$ cat src/rtl/bihf_pkg.sv
`timescale 1ns / 1ps

package bihf_pkg;

  typedef struct packed {
    logic signed [31:0] accel_magnitude;
    logic signed [31:0] accel_baseline;
    logic        [15:0] time_step;
    logic signed [31:0] pressure_diff;
  } in_item_t;

  typedef struct packed {
    logic signed [31:0] fused_height;
    logic signed [31:0] fused_velocity;
    logic               baro_updated;
  } out_item_t;

  localparam int unsigned CfgIdxW  = 3;
  localparam int unsigned CfgDataW = 31;

  typedef enum logic [CfgIdxW-1:0] {
    CFG_ACCEL_THRESHOLD = 3'd0,
    CFG_VEL_GAIN_HIGH   = 3'd1,
    CFG_VEL_GAIN_LOW    = 3'd2,
    CFG_HEIGHT_GAIN     = 3'd3,
    CFG_BARO_VEL_GAIN   = 3'd4,
    CFG_PRESSURE_SCALE  = 3'd5,
    CFG_BARO_PERIOD     = 3'd6
  } cfg_idx_e;

  localparam logic [30:0]       AccelThresholdRst = 31'd131072;
  localparam logic [15:0]       VelGainHighRst    = 16'd786;
  localparam logic [15:0]       VelGainLowRst     = 16'd197;
  localparam logic [15:0]       HeightGainRst     = 16'd1311;
  localparam logic [15:0]       BaroVelGainRst    = 16'd6554;
  localparam logic signed [7:0] PressureScaleRst  = -8'sd10;
  localparam logic [7:0]        BaroPeriodRst     = 8'd7;
  localparam logic [7:0]        TickCountRst      = 8'd1;

  // radix-2 divider: 33-bit magnitude shifted left by 16 gives a 49-bit dividend
  localparam int unsigned DivSteps = 49;
  localparam int unsigned DivCntW  = $clog2(DivSteps);

  typedef enum logic [4:0] {
    OP_NONE,
    OP_CAPTURE,
    OP_MUL_DEVDT,
    OP_ACC_VEL,
    OP_MUL_VBLEND,
    OP_ACC_VBLEND,
    OP_MUL_VDT,
    OP_ACC_HGT,
    OP_MUL_HBLEND,
    OP_ACC_HBLEND,
    OP_MUL_PRESS,
    OP_BARO,
    OP_DIV,
    OP_QSAT,
    OP_MUL_BVEL,
    OP_ACC_BVEL,
    OP_FINISH
  } dp_op_e;

  typedef struct packed {
    logic upd_hit;
    logic ts_zero;
    logic div_last;
    logic out_free;
  } dp_status_t;

endpackage

$ cat src/rtl/bihf_ctrl.sv
`timescale 1ns / 1ps

module bihf_ctrl (
  input  logic                 clk_i,
  input  logic                 rst_ni,
  input  logic                 in_valid_i,
  output logic                 in_stall_o,
  input  bihf_pkg::dp_status_t sts_i,
  output bihf_pkg::dp_op_e     op_o
);

  typedef enum logic [15:0] {
    ST_IDLE = 16'h0001,
    ST_M1   = 16'h0002,
    ST_A1   = 16'h0004,
    ST_M2   = 16'h0008,
    ST_A2   = 16'h0010,
    ST_M3   = 16'h0020,
    ST_A3   = 16'h0040,
    ST_M4   = 16'h0080,
    ST_A4   = 16'h0100,
    ST_M5   = 16'h0200,
    ST_A5   = 16'h0400,
    ST_DIV  = 16'h0800,
    ST_QSAT = 16'h1000,
    ST_M6   = 16'h2000,
    ST_A6   = 16'h4000,
    ST_FIN  = 16'h8000
  } state_e;

  state_e state_q, state_d;

  always_ff @(posedge clk_i or negedge rst_ni) begin
    if (!rst_ni) begin
      state_q <= ST_IDLE;
    end else begin
      state_q <= state_d;
    end
  end

  always_comb begin
    state_d = state_q;
    op_o    = bihf_pkg::OP_NONE;
    case (state_q)
      ST_IDLE: begin
        if (in_valid_i) begin
          op_o    = bihf_pkg::OP_CAPTURE;
          state_d = ST_M1;
        end
      end
      ST_M1: begin
        op_o    = bihf_pkg::OP_MUL_DEVDT;
        state_d = ST_A1;
      end
      ST_A1: begin
        op_o    = bihf_pkg::OP_ACC_VEL;
        state_d = ST_M2;
      end
      ST_M2: begin
        op_o    = bihf_pkg::OP_MUL_VBLEND;
        state_d = ST_A2;
      end
      ST_A2: begin
        op_o    = bihf_pkg::OP_ACC_VBLEND;
        state_d = ST_M3;
      end
      ST_M3: begin
        op_o    = bihf_pkg::OP_MUL_VDT;
        state_d = ST_A3;
      end
      ST_A3: begin
        op_o    = bihf_pkg::OP_ACC_HGT;
        state_d = ST_M4;
      end
      ST_M4: begin
        op_o    = bihf_pkg::OP_MUL_HBLEND;
        state_d = ST_A4;
      end
      ST_A4: begin
        op_o    = bihf_pkg::OP_ACC_HBLEND;
        state_d = sts_i.upd_hit ? ST_M5 : ST_FIN;
      end
      ST_M5: begin
        op_o    = bihf_pkg::OP_MUL_PRESS;
        state_d = ST_A5;
      end
      ST_A5: begin
        // no elapsed time: baro velocity is held, skip the quotient
        op_o    = bihf_pkg::OP_BARO;
        state_d = sts_i.ts_zero ? ST_FIN : ST_DIV;
      end
      ST_DIV: begin
        op_o = bihf_pkg::OP_DIV;
        if (sts_i.div_last) begin
          state_d = ST_QSAT;
        end
      end
      ST_QSAT: begin
        op_o    = bihf_pkg::OP_QSAT;
        state_d = ST_M6;
      end
      ST_M6: begin
        op_o    = bihf_pkg::OP_MUL_BVEL;
        state_d = ST_A6;
      end
      ST_A6: begin
        op_o    = bihf_pkg::OP_ACC_BVEL;
        state_d = ST_FIN;
      end
      ST_FIN: begin
        if (sts_i.out_free) begin
          op_o    = bihf_pkg::OP_FINISH;
          state_d = ST_IDLE;
        end
      end
      default: begin
        state_d = ST_IDLE;
      end
    endcase
  end

  assign in_stall_o = (state_q != ST_IDLE);

endmodule

$ cat src/rtl/bihf_dp.sv
`timescale 1ns / 1ps

module bihf_dp (
  input  logic                                clk_i,
  input  logic                                rst_ni,
  input  logic                                cfg_we_i,
  input  logic [bihf_pkg::CfgIdxW-1:0]        cfg_idx_i,
  input  logic [bihf_pkg::CfgDataW-1:0]       cfg_wdata_i,
  input  bihf_pkg::in_item_t                  in_data_i,
  input  bihf_pkg::dp_op_e                    op_i,
  output bihf_pkg::dp_status_t                sts_o,
  input  logic                                out_stall_i,
  output logic                                out_valid_o,
  output bihf_pkg::out_item_t                 out_data_o
);

  function automatic logic signed [31:0] sat32(input logic signed [49:0] x);
    logic signed [31:0] r;
    if (x > 50'sh0_0000_7FFF_FFFF) begin
      r = 32'sh7FFF_FFFF;
    end else if (x < -50'sh0_0000_8000_0000) begin
      r = 32'sh8000_0000;
    end else begin
      r = x[31:0];
    end
    return r;
  endfunction

  // configuration
  logic        [30:0] thr_q;
  logic        [15:0] gain_hi_q, gain_lo_q, hgt_gain_q, bv_gain_q;
  logic signed [7:0]  scale_q;
  logic        [7:0]  period_q;

  // filter state
  logic signed [31:0] vel_q, hgt_q, bh_q, bv_q;
  logic        [31:0] ts_q;
  logic        [7:0]  tick_q;
  logic               out_valid_q;

  // per-item working registers
  logic signed [31:0] dev_q, pd_q, quot_q;
  logic        [15:0] dt_q;
  logic signed [49:0] prod_q;
  logic        [48:0] num_q;
  logic        [31:0] rem_q;
  logic [bihf_pkg::DivCntW-1:0] cnt_q;
  logic               neg_q, upd_q;
  bihf_pkg::out_item_t out_q;

  // combinational
  logic signed [32:0] in_diff;
  logic        [31:0] dev_abs;
  logic               dev_big;
  logic signed [32:0] mul_a;
  logic signed [16:0] mul_b;
  logic signed [49:0] mul_p;
  logic signed [49:0] prod_rnd;
  logic signed [31:0] acc_base;
  logic signed [34:0] acc_sum;
  logic signed [31:0] acc_res;
  logic        [32:0] ts_sum;
  logic signed [31:0] new_bh;
  logic signed [32:0] bh_diff;
  logic        [32:0] bh_mag;
  logic        [32:0] div_shift;
  logic               div_ge;
  logic        [32:0] div_sub;
  logic               q_over_pos, q_over_neg;
  logic signed [31:0] q_sat;

  assign in_diff = 33'(in_data_i.accel_magnitude) - 33'(in_data_i.accel_baseline);
  assign dev_abs = dev_q[31] ? 32'(-dev_q) : 32'(dev_q);
  assign dev_big = dev_abs > {1'b0, thr_q};

  always_comb begin
    mul_a = '0;
    mul_b = '0;
    case (op_i)
      bihf_pkg::OP_MUL_DEVDT: begin
        mul_a = 33'(dev_q);
        mul_b = {1'b0, dt_q};
      end
      bihf_pkg::OP_MUL_VBLEND: begin
        mul_a = 33'(bv_q) - 33'(vel_q);
        mul_b = {1'b0, (dev_big ? gain_hi_q : gain_lo_q)};
      end
      bihf_pkg::OP_MUL_VDT: begin
        mul_a = 33'(vel_q);
        mul_b = {1'b0, dt_q};
      end
      bihf_pkg::OP_MUL_HBLEND: begin
        mul_a = 33'(bh_q) - 33'(hgt_q);
        mul_b = {1'b0, hgt_gain_q};
      end
      bihf_pkg::OP_MUL_PRESS: begin
        mul_a = 33'(pd_q);
        mul_b = 17'(scale_q);
      end
      bihf_pkg::OP_MUL_BVEL: begin
        mul_a = 33'(quot_q) - 33'(bv_q);
        mul_b = {1'b0, bv_gain_q};
      end
      default: begin
        mul_a = '0;
        mul_b = '0;
      end
    endcase
  end

  assign mul_p = mul_a * mul_b;

  // round half up to Q16.16, then add onto the selected state and saturate
  assign prod_rnd = (prod_q + 50'sd32768) >>> 16;

  always_comb begin
    case (op_i)
      bihf_pkg::OP_ACC_HGT,
      bihf_pkg::OP_ACC_HBLEND: acc_base = hgt_q;
      bihf_pkg::OP_ACC_BVEL:   acc_base = bv_q;
      default:                 acc_base = vel_q;
    endcase
  end

  assign acc_sum = 35'(acc_base) + 35'($signed(prod_rnd[33:0]));
  assign acc_res = sat32(50'(acc_sum));

  assign ts_sum = {1'b0, ts_q} + 33'(dt_q);

  assign new_bh  = sat32(prod_q);
  assign bh_diff = 33'(new_bh) - 33'(bh_q);
  assign bh_mag  = bh_diff[32] ? 33'(-bh_diff) : 33'(bh_diff);

  assign div_shift = {rem_q, num_q[48]};
  assign div_ge    = div_shift >= {1'b0, ts_q};
  assign div_sub   = div_shift - {1'b0, ts_q};

  assign q_over_pos = (num_q[48:31] != '0);
  assign q_over_neg = (num_q[48:32] != '0) || (num_q[31] && (num_q[30:0] != '0));

  always_comb begin
    if (!neg_q) begin
      q_sat = q_over_pos ? 32'sh7FFF_FFFF : num_q[31:0];
    end else begin
      q_sat = q_over_neg ? 32'sh8000_0000 : 32'(-num_q[31:0]);
    end
  end

  always_ff @(posedge clk_i or negedge rst_ni) begin
    if (!rst_ni) begin
      thr_q      <= bihf_pkg::AccelThresholdRst;
      gain_hi_q  <= bihf_pkg::VelGainHighRst;
      gain_lo_q  <= bihf_pkg::VelGainLowRst;
      hgt_gain_q <= bihf_pkg::HeightGainRst;
      bv_gain_q  <= bihf_pkg::BaroVelGainRst;
      scale_q    <= bihf_pkg::PressureScaleRst;
      period_q   <= bihf_pkg::BaroPeriodRst;
    end else if (cfg_we_i) begin
      case (cfg_idx_i)
        bihf_pkg::CFG_ACCEL_THRESHOLD: thr_q      <= cfg_wdata_i[30:0];
        bihf_pkg::CFG_VEL_GAIN_HIGH:   gain_hi_q  <= cfg_wdata_i[15:0];
        bihf_pkg::CFG_VEL_GAIN_LOW:    gain_lo_q  <= cfg_wdata_i[15:0];
        bihf_pkg::CFG_HEIGHT_GAIN:     hgt_gain_q <= cfg_wdata_i[15:0];
        bihf_pkg::CFG_BARO_VEL_GAIN:   bv_gain_q  <= cfg_wdata_i[15:0];
        bihf_pkg::CFG_PRESSURE_SCALE:  scale_q    <= cfg_wdata_i[7:0];
        bihf_pkg::CFG_BARO_PERIOD:     period_q   <= cfg_wdata_i[7:0];
        default: ;
      endcase
    end
  end

  always_ff @(posedge clk_i or negedge rst_ni) begin
    if (!rst_ni) begin
      vel_q       <= '0;
      hgt_q       <= '0;
      bh_q        <= '0;
      bv_q        <= '0;
      ts_q        <= '0;
      tick_q      <= bihf_pkg::TickCountRst;
      out_valid_q <= 1'b0;
    end else begin
      if (op_i == bihf_pkg::OP_FINISH) begin
        out_valid_q <= 1'b1;
      end else if (out_valid_q && !out_stall_i) begin
        out_valid_q <= 1'b0;
      end
      case (op_i)
        bihf_pkg::OP_ACC_VEL: begin
          vel_q <= acc_res;
        end
        bihf_pkg::OP_ACC_VBLEND: begin
          vel_q <= acc_res;
          ts_q  <= ts_sum[32] ? '1 : ts_sum[31:0];
        end
        bihf_pkg::OP_ACC_HGT,
        bihf_pkg::OP_ACC_HBLEND: begin
          hgt_q <= acc_res;
        end
        bihf_pkg::OP_BARO: begin
          bh_q <= new_bh;
        end
        bihf_pkg::OP_ACC_BVEL: begin
          bv_q <= acc_res;
        end
        bihf_pkg::OP_FINISH: begin
          if (upd_q) begin
            tick_q <= bihf_pkg::TickCountRst;
            ts_q   <= '0;
          end else begin
            tick_q <= tick_q + 8'd1;
          end
        end
        default: ;
      endcase
    end
  end

  always_ff @(posedge clk_i) begin
    case (op_i)
      bihf_pkg::OP_CAPTURE: begin
        dev_q <= sat32(50'(in_diff));
        dt_q  <= in_data_i.time_step;
        pd_q  <= in_data_i.pressure_diff;
      end
      bihf_pkg::OP_MUL_DEVDT,
      bihf_pkg::OP_MUL_VBLEND,
      bihf_pkg::OP_MUL_VDT,
      bihf_pkg::OP_MUL_HBLEND,
      bihf_pkg::OP_MUL_PRESS,
      bihf_pkg::OP_MUL_BVEL: begin
        prod_q <= mul_p;
      end
      bihf_pkg::OP_ACC_HBLEND: begin
        upd_q <= sts_o.upd_hit;
      end
      bihf_pkg::OP_BARO: begin
        neg_q <= bh_diff[32];
        num_q <= {bh_mag, 16'h0000};
        rem_q <= '0;
        cnt_q <= bihf_pkg::DivCntW'(bihf_pkg::DivSteps - 1);
      end
      bihf_pkg::OP_DIV: begin
        rem_q <= div_ge ? div_sub[31:0] : div_shift[31:0];
        num_q <= {num_q[47:0], div_ge};
        cnt_q <= cnt_q - 1'b1;
      end
      bihf_pkg::OP_QSAT: begin
        quot_q <= q_sat;
      end
      bihf_pkg::OP_FINISH: begin
        out_q.fused_height   <= hgt_q;
        out_q.fused_velocity <= vel_q;
        out_q.baro_updated   <= upd_q;
      end
      default: ;
    endcase
  end

  assign sts_o.upd_hit  = (tick_q == period_q);
  assign sts_o.ts_zero  = (ts_q == '0);
  assign sts_o.div_last = (cnt_q == '0);
  assign sts_o.out_free = !out_valid_q || !out_stall_i;

  assign out_valid_o = out_valid_q;
  assign out_data_o  = out_q;

endmodule

$ cat src/rtl/baro_inertial_height_fusion.sv
`timescale 1ns / 1ps

// channel   direction  handshake                 beat
// in        sink       in_valid_i / in_stall_o   bihf_pkg::in_item_t
// out       source     out_valid_o / out_stall_i bihf_pkg::out_item_t
// cfg       sink       cfg_we_i                  cfg_idx_i, cfg_wdata_i
//
// Plain tick: an accept step, 8 steps on one shared 33x17 multiplier (each
// product registered), then a finish step.
// Baro tick: with zero accumulated time no quotient is formed; else the radix-2
// divider takes 49 steps for the height-change quotient.
// Reset is asynchronous, active low; filter state and config load at once.
// A waiting result in the output register does not block the next beat; only
// the finish step waits for the output register to drain.

module baro_inertial_height_fusion (
  input  logic                          clk_i,
  input  logic                          rst_ni,
  input  logic                          cfg_we_i,
  input  logic [bihf_pkg::CfgIdxW-1:0]  cfg_idx_i,
  input  logic [bihf_pkg::CfgDataW-1:0] cfg_wdata_i,
  input  logic                          in_valid_i,
  output logic                          in_stall_o,
  input  bihf_pkg::in_item_t            in_data_i,
  output logic                          out_valid_o,
  input  logic                          out_stall_i,
  output bihf_pkg::out_item_t           out_data_o
);

  bihf_pkg::dp_op_e     op;
  bihf_pkg::dp_status_t sts;

  bihf_ctrl u_ctrl (
    .clk_i      (clk_i),
    .rst_ni     (rst_ni),
    .in_valid_i (in_valid_i),
    .in_stall_o (in_stall_o),
    .sts_i      (sts),
    .op_o       (op)
  );

  bihf_dp u_dp (
    .clk_i       (clk_i),
    .rst_ni      (rst_ni),
    .cfg_we_i    (cfg_we_i),
    .cfg_idx_i   (cfg_idx_i),
    .cfg_wdata_i (cfg_wdata_i),
    .in_data_i   (in_data_i),
    .op_i        (op),
    .sts_o       (sts),
    .out_stall_i (out_stall_i),
    .out_valid_o (out_valid_o),
    .out_data_o  (out_data_o)
  );

endmodule

$ cat config.mk
export PLATFORM = sky130hd
export DESIGN_NAME = baro_inertial_height_fusion
export DESIGN_NICKNAME = d
export VERILOG_FILES = /design/src/rtl/bihf_pkg.sv /design/src/rtl/bihf_ctrl.sv /design/src/rtl/bihf_dp.sv /design/src/rtl/baro_inertial_height_fusion.sv
export SDC_FILE = /design/constraint.sdc
export NUM_CORES = 2
export LEC_CHECK = 0
export BUFFER_PORTS_ARGS = -buffer_cell sky130_fd_sc_hd__buf_2
export CAP_MARGIN = 40
export CORE_MARGIN = 3
export CORE_UTILIZATION = 56
export CTS_CLUSTER_DIAMETER = 50
export DETAILED_ROUTE_END_ITERATION = 6
export PLACE_DENSITY = 0.76
export SLEW_MARGIN = 25
export SYNTH_ARGS = -nofsm -noshare
export SYNTH_HDL_FRONTEND = slang
export SYNTH_SLANG_ARGS = --single-unit
$ cat constraint.sdc
create_clock -name clk_i -period 12 [get_ports clk_i]
set_input_delay 1.2 -clock clk_i [delete_from_list [all_inputs] [get_ports clk_i]]
set_output_delay 1.2 -clock clk_i [all_outputs]
set_load 0.1 [all_outputs]
==> summary.txt <==
Outcome
  – Status: finished, violations left
  – Violations in the final reports: DRC

Yosys
  – Synth area leaders: fa_1 (18%), edfxtp_1 (16%), dfrtp_1 (11%), ha_1 (8.3%), inv_1 (5.5%)
  – Synth Register Bits: a little over 600
  – Leading area contributor after synthesis: fa_1
  – Synth async-reset ratio: 0.484
  – Sequential element share of the synthesized area: 0.283
  – Post-synth cell types: 95
  – Synth warn: 0
  – Syn Inst Count: approximately 6,500
  – Share of the synthesized area in the top cell type: 0.183
  – Post-Syn Nets: roughly 7,500
  – Ys flop type: edfxtp_1
  – Syn Area/Cell: 9.26 um2
  – Post-Syn Area: between 0.05 and 0.06 mm2
  – EDFF count, synth: roughly 320

Worst setup path
  – Worst-path fanout max: 16
  – Data arrival, critical path: 11,900 ps
  – CP max stage delay: roughly 600 ps
  – Crit Path Class: reg -> reg
  – Critical Path End Type: register
  – Worst path slowest cell: or4_4
  – CP most frequent cell: fa_1
  – Startpoint Class: register
  – Critical Path RT: 12,430 ps

Timing
  – Worst setup margin: about 520 ps
  – Final Setup Violations: 0
  – Final slew viol count: 0
  – Relative slew margins: 0.325
  – Final Skew: ~37 ps
  – Slew of the pin with the lowest slew margin: 1010 ps
  – Worst Hold Slack: roughly 440 ps
  – Endpoints failing hold: 0
  – Final min period: approximately 11,000 ps
  – Final period util: 0.956
  – Max Fclk: 87.1 MHz

Clock network
  – CTS Hold Bufs: 0
  – Clock Latency Late Sink: ~700 ps
  – Longest Clk Path Bufs: 3
  – CTS Sinks: between 600 and 700
  – CTS root buf: clkbuf_16
  – Reg clk slew, reported paths: about 60 ps
  – CTS Buf Count: 83
  – H-tree depth: 3
  – CTS tree: done

Power
  – Tot Pwr: around 0.0098 W
  – Leakage: between 20 and 30 nW
  – Maximum vdd drop: between 0.0001 and 0.00015 V
  – Power density cells: 148 mW/mm2

Route
  – DR WL/cell: 25.0 um
  – 1st-iter DRT viols: ~6,000
  – WL final: between 200,000 and 250,000 um
  – DRC: 4
  – Antenna viol nets, final: 0
  – Vias after detailed routing: around 50,000
  – Vias per cell: about 6.3
  – Total iterations of the first detailed-routing run: 7

Placement
  – PortBufs: 217
  – Routability cong.: around 1.1
  – Pre-CTS setup slack: between 60 and 70 ps
  – Dpl hpwl: 164,000 um

Die
  – Initial core utilization: 0.566
  – Die Area: around 0.11 mm2
  – IO Count: around 220
  – Core ar.: 0.106 mm2
  – Die W: 333 um
  – Row cnt: 119
  – Die height: 333 um

Global routing
  – Gr ovfl total: 0
  – GRT Overall Usage: 0.365
  – Vias in the first global route: 50,200
  – Antenna violations before repair: 17
  – Largest net degree at the start of global routing: between 100 and 150
  – First-pass GRT wire length: roughly 310,000 um

Layout
  – Final net count: 7,739
  – Area Overhead vs Synth: 10.4%
  – Core Util, Final: 0.625
  – Layout cells sized above 1: 0.112

Hold path
  – Tightest Hold Check Type: reg -> reg

Job
  – MaxCap Viol Count: 0
[cell type report]
| type | instances | area, um2 |
|---|---|---|
| inverters | 880 | 3300 |
| clock inverters | 56 | 601 |
| multi-input cells | 4707 | 38800 |
| flip-flops and latches | 612 | 16900 |
| well taps | 1391 | 1740 |
| repair buffers | 363 | 2320 |
| fillers | 8792 | 39600 |
| clock buffers | 99 | 2230 |
| diodes | 11 | 27.5 |
[where the power goes]
| part | switching, W | internal (W) | leakage (nW) | total, W |
|---|---|---|---|---|
| sequential | 0.000451 | 0.00257 | 6.54 | 0.00303 |
| combinational | 0.00270 | 0.00148 | 22.1 | 0.00418 |
| clock | 0.00106 | 0.00149 | 1.37 | 0.00255 |
[Yosys cell counts, drive strengths merged (47+ instances only)]
cell / number
inv: 879
nand2: 598
nor2: 570
fa: 545
ha: 396
a21oi: 369
edfxtp: 316
o21ai: 313
dfrtp: 262
clkbuf: 225
xnor2: 210
a21o: 184
xor2: 131
mux2: 91
nand2b: 91
nand3: 86
nor3: 70
a22oi: 65
and2: 64
nor2b: 61
a31oi: 47
and3: 47
[per-layer routing]
layer	track usage	wire (um)
met4	0.178	11700
met1	0.499	80400
met3	0.0759	21800
met2	0.557	88800
met5	0.00638	157
[cells by family (layout without fill, tap and decap cells)]
| kind of cell | Yosys count | after routing | share of synthesized area |
|---|---|---|---|
| buffers and inverters | 1137 | 1398 | 0.0719 |
| other | 0 | 11 | 0 |
| flip-flops | 612 | 612 | 0.283 |
| AND/OR/NAND/NOR | 1806 | 1806 | 0.140 |
| XOR/XNOR | 341 | 341 | 0.0501 |
| AO/OA/AOI/OAI | 1499 | 1499 | 0.167 |
| adder cells (fa/ha/maj) | 946 | 946 | 0.266 |
| multiplexers | 115 | 115 | 0.0212 |
[path summary, 6_finish.rpt]
path / start / endpoint / slack [ps] / depth (start not counted)
worst max-delay path: u_dp.dev_q[5]$_SDFFCE_PN1N_ / u_dp.prod_q[49]$_DFFE_PP_ / 520 / 44
worst min-delay path: u_dp.hgt_q[26]$_DFFE_PN0N_ / u_dp.out_data_o[59]$_DFFE_PP_ / 440 / 0
worst max register to register: u_dp.dev_q[5]$_SDFFCE_PN1N_ / u_dp.prod_q[49]$_DFFE_PP_ / 520 / 44
worst min register to register: u_dp.hgt_q[26]$_DFFE_PN0N_ / u_dp.out_data_o[59]$_DFFE_PP_ / 440 / 0
max in group asynchronous: rst_ni / u_dp.tick_q[0]$_DFFE_PN1P_ / 9430 / 4
min in group asynchronous: rst_ni / u_dp.ts_q[2]$_DFFE_PN0P_ / 540 / 1
[worst max-delay path: cells and delay by family (launching register included)]
| kind | cells | cell delay [ps] |
|---|---|---|
| AND/OR/NAND/NOR | 6 | 1650 |
| adder cells (fa/ha/maj) | 8 | 3700 |
| AO/OA/AOI/OAI | 20 | 4130 |
| flip-flops | 1 | 390 |
| buffers and inverters | 7 | 790 |
| XOR/XNOR | 2 | 290 |
| multiplexers | 1 | 280 |
[through the flow]
stage          setup TNS [ps]  cells  area (um2)
3_3_place_gp                0   7932       62800
4_1_cts                     0   8102       65800
3_5_place_dp                0   7947       63000
5_1_grt                 -63.0   8109       66000
6_report                    0   8119       66000
2_1_floorplan               0   6456       59800
[flip-flops by register name, indices dropped and copies added (netlist names), 32 cells and up]
signal           count
u_dp.out_data_o     65
u_dp.prod_q         50
u_dp.num_q          49
u_dp.bh_q           32
u_dp.bv_q           32
u_dp.dev_q          32
u_dp.hgt_q          32
u_dp.pd_q           32
u_dp.quot_q         32
u_dp.rem_q          32
u_dp.ts_q           32
u_dp.vel_q          32
[what timing repair did]
item / in CTS / in global routing
gates resized for setup: 0 / 21
setup endpoints to repair: 0 / 24
setup buffers: 0 / 3
endpoints found under the hold margin: 0 / 0
[cell usage in the layout, fill, tap and decap left out, drive strengths merged, types with 184 or more instances in the layout]
cell and count:
nor2 570, o21ai 313, a21o 184, buf 362
nand2 598, a21oi 369, ha 396, xnor2 210
edfxtp 316, dfrtp 262, inv 902, fa 545
Power figures use the tool's default switching activity.
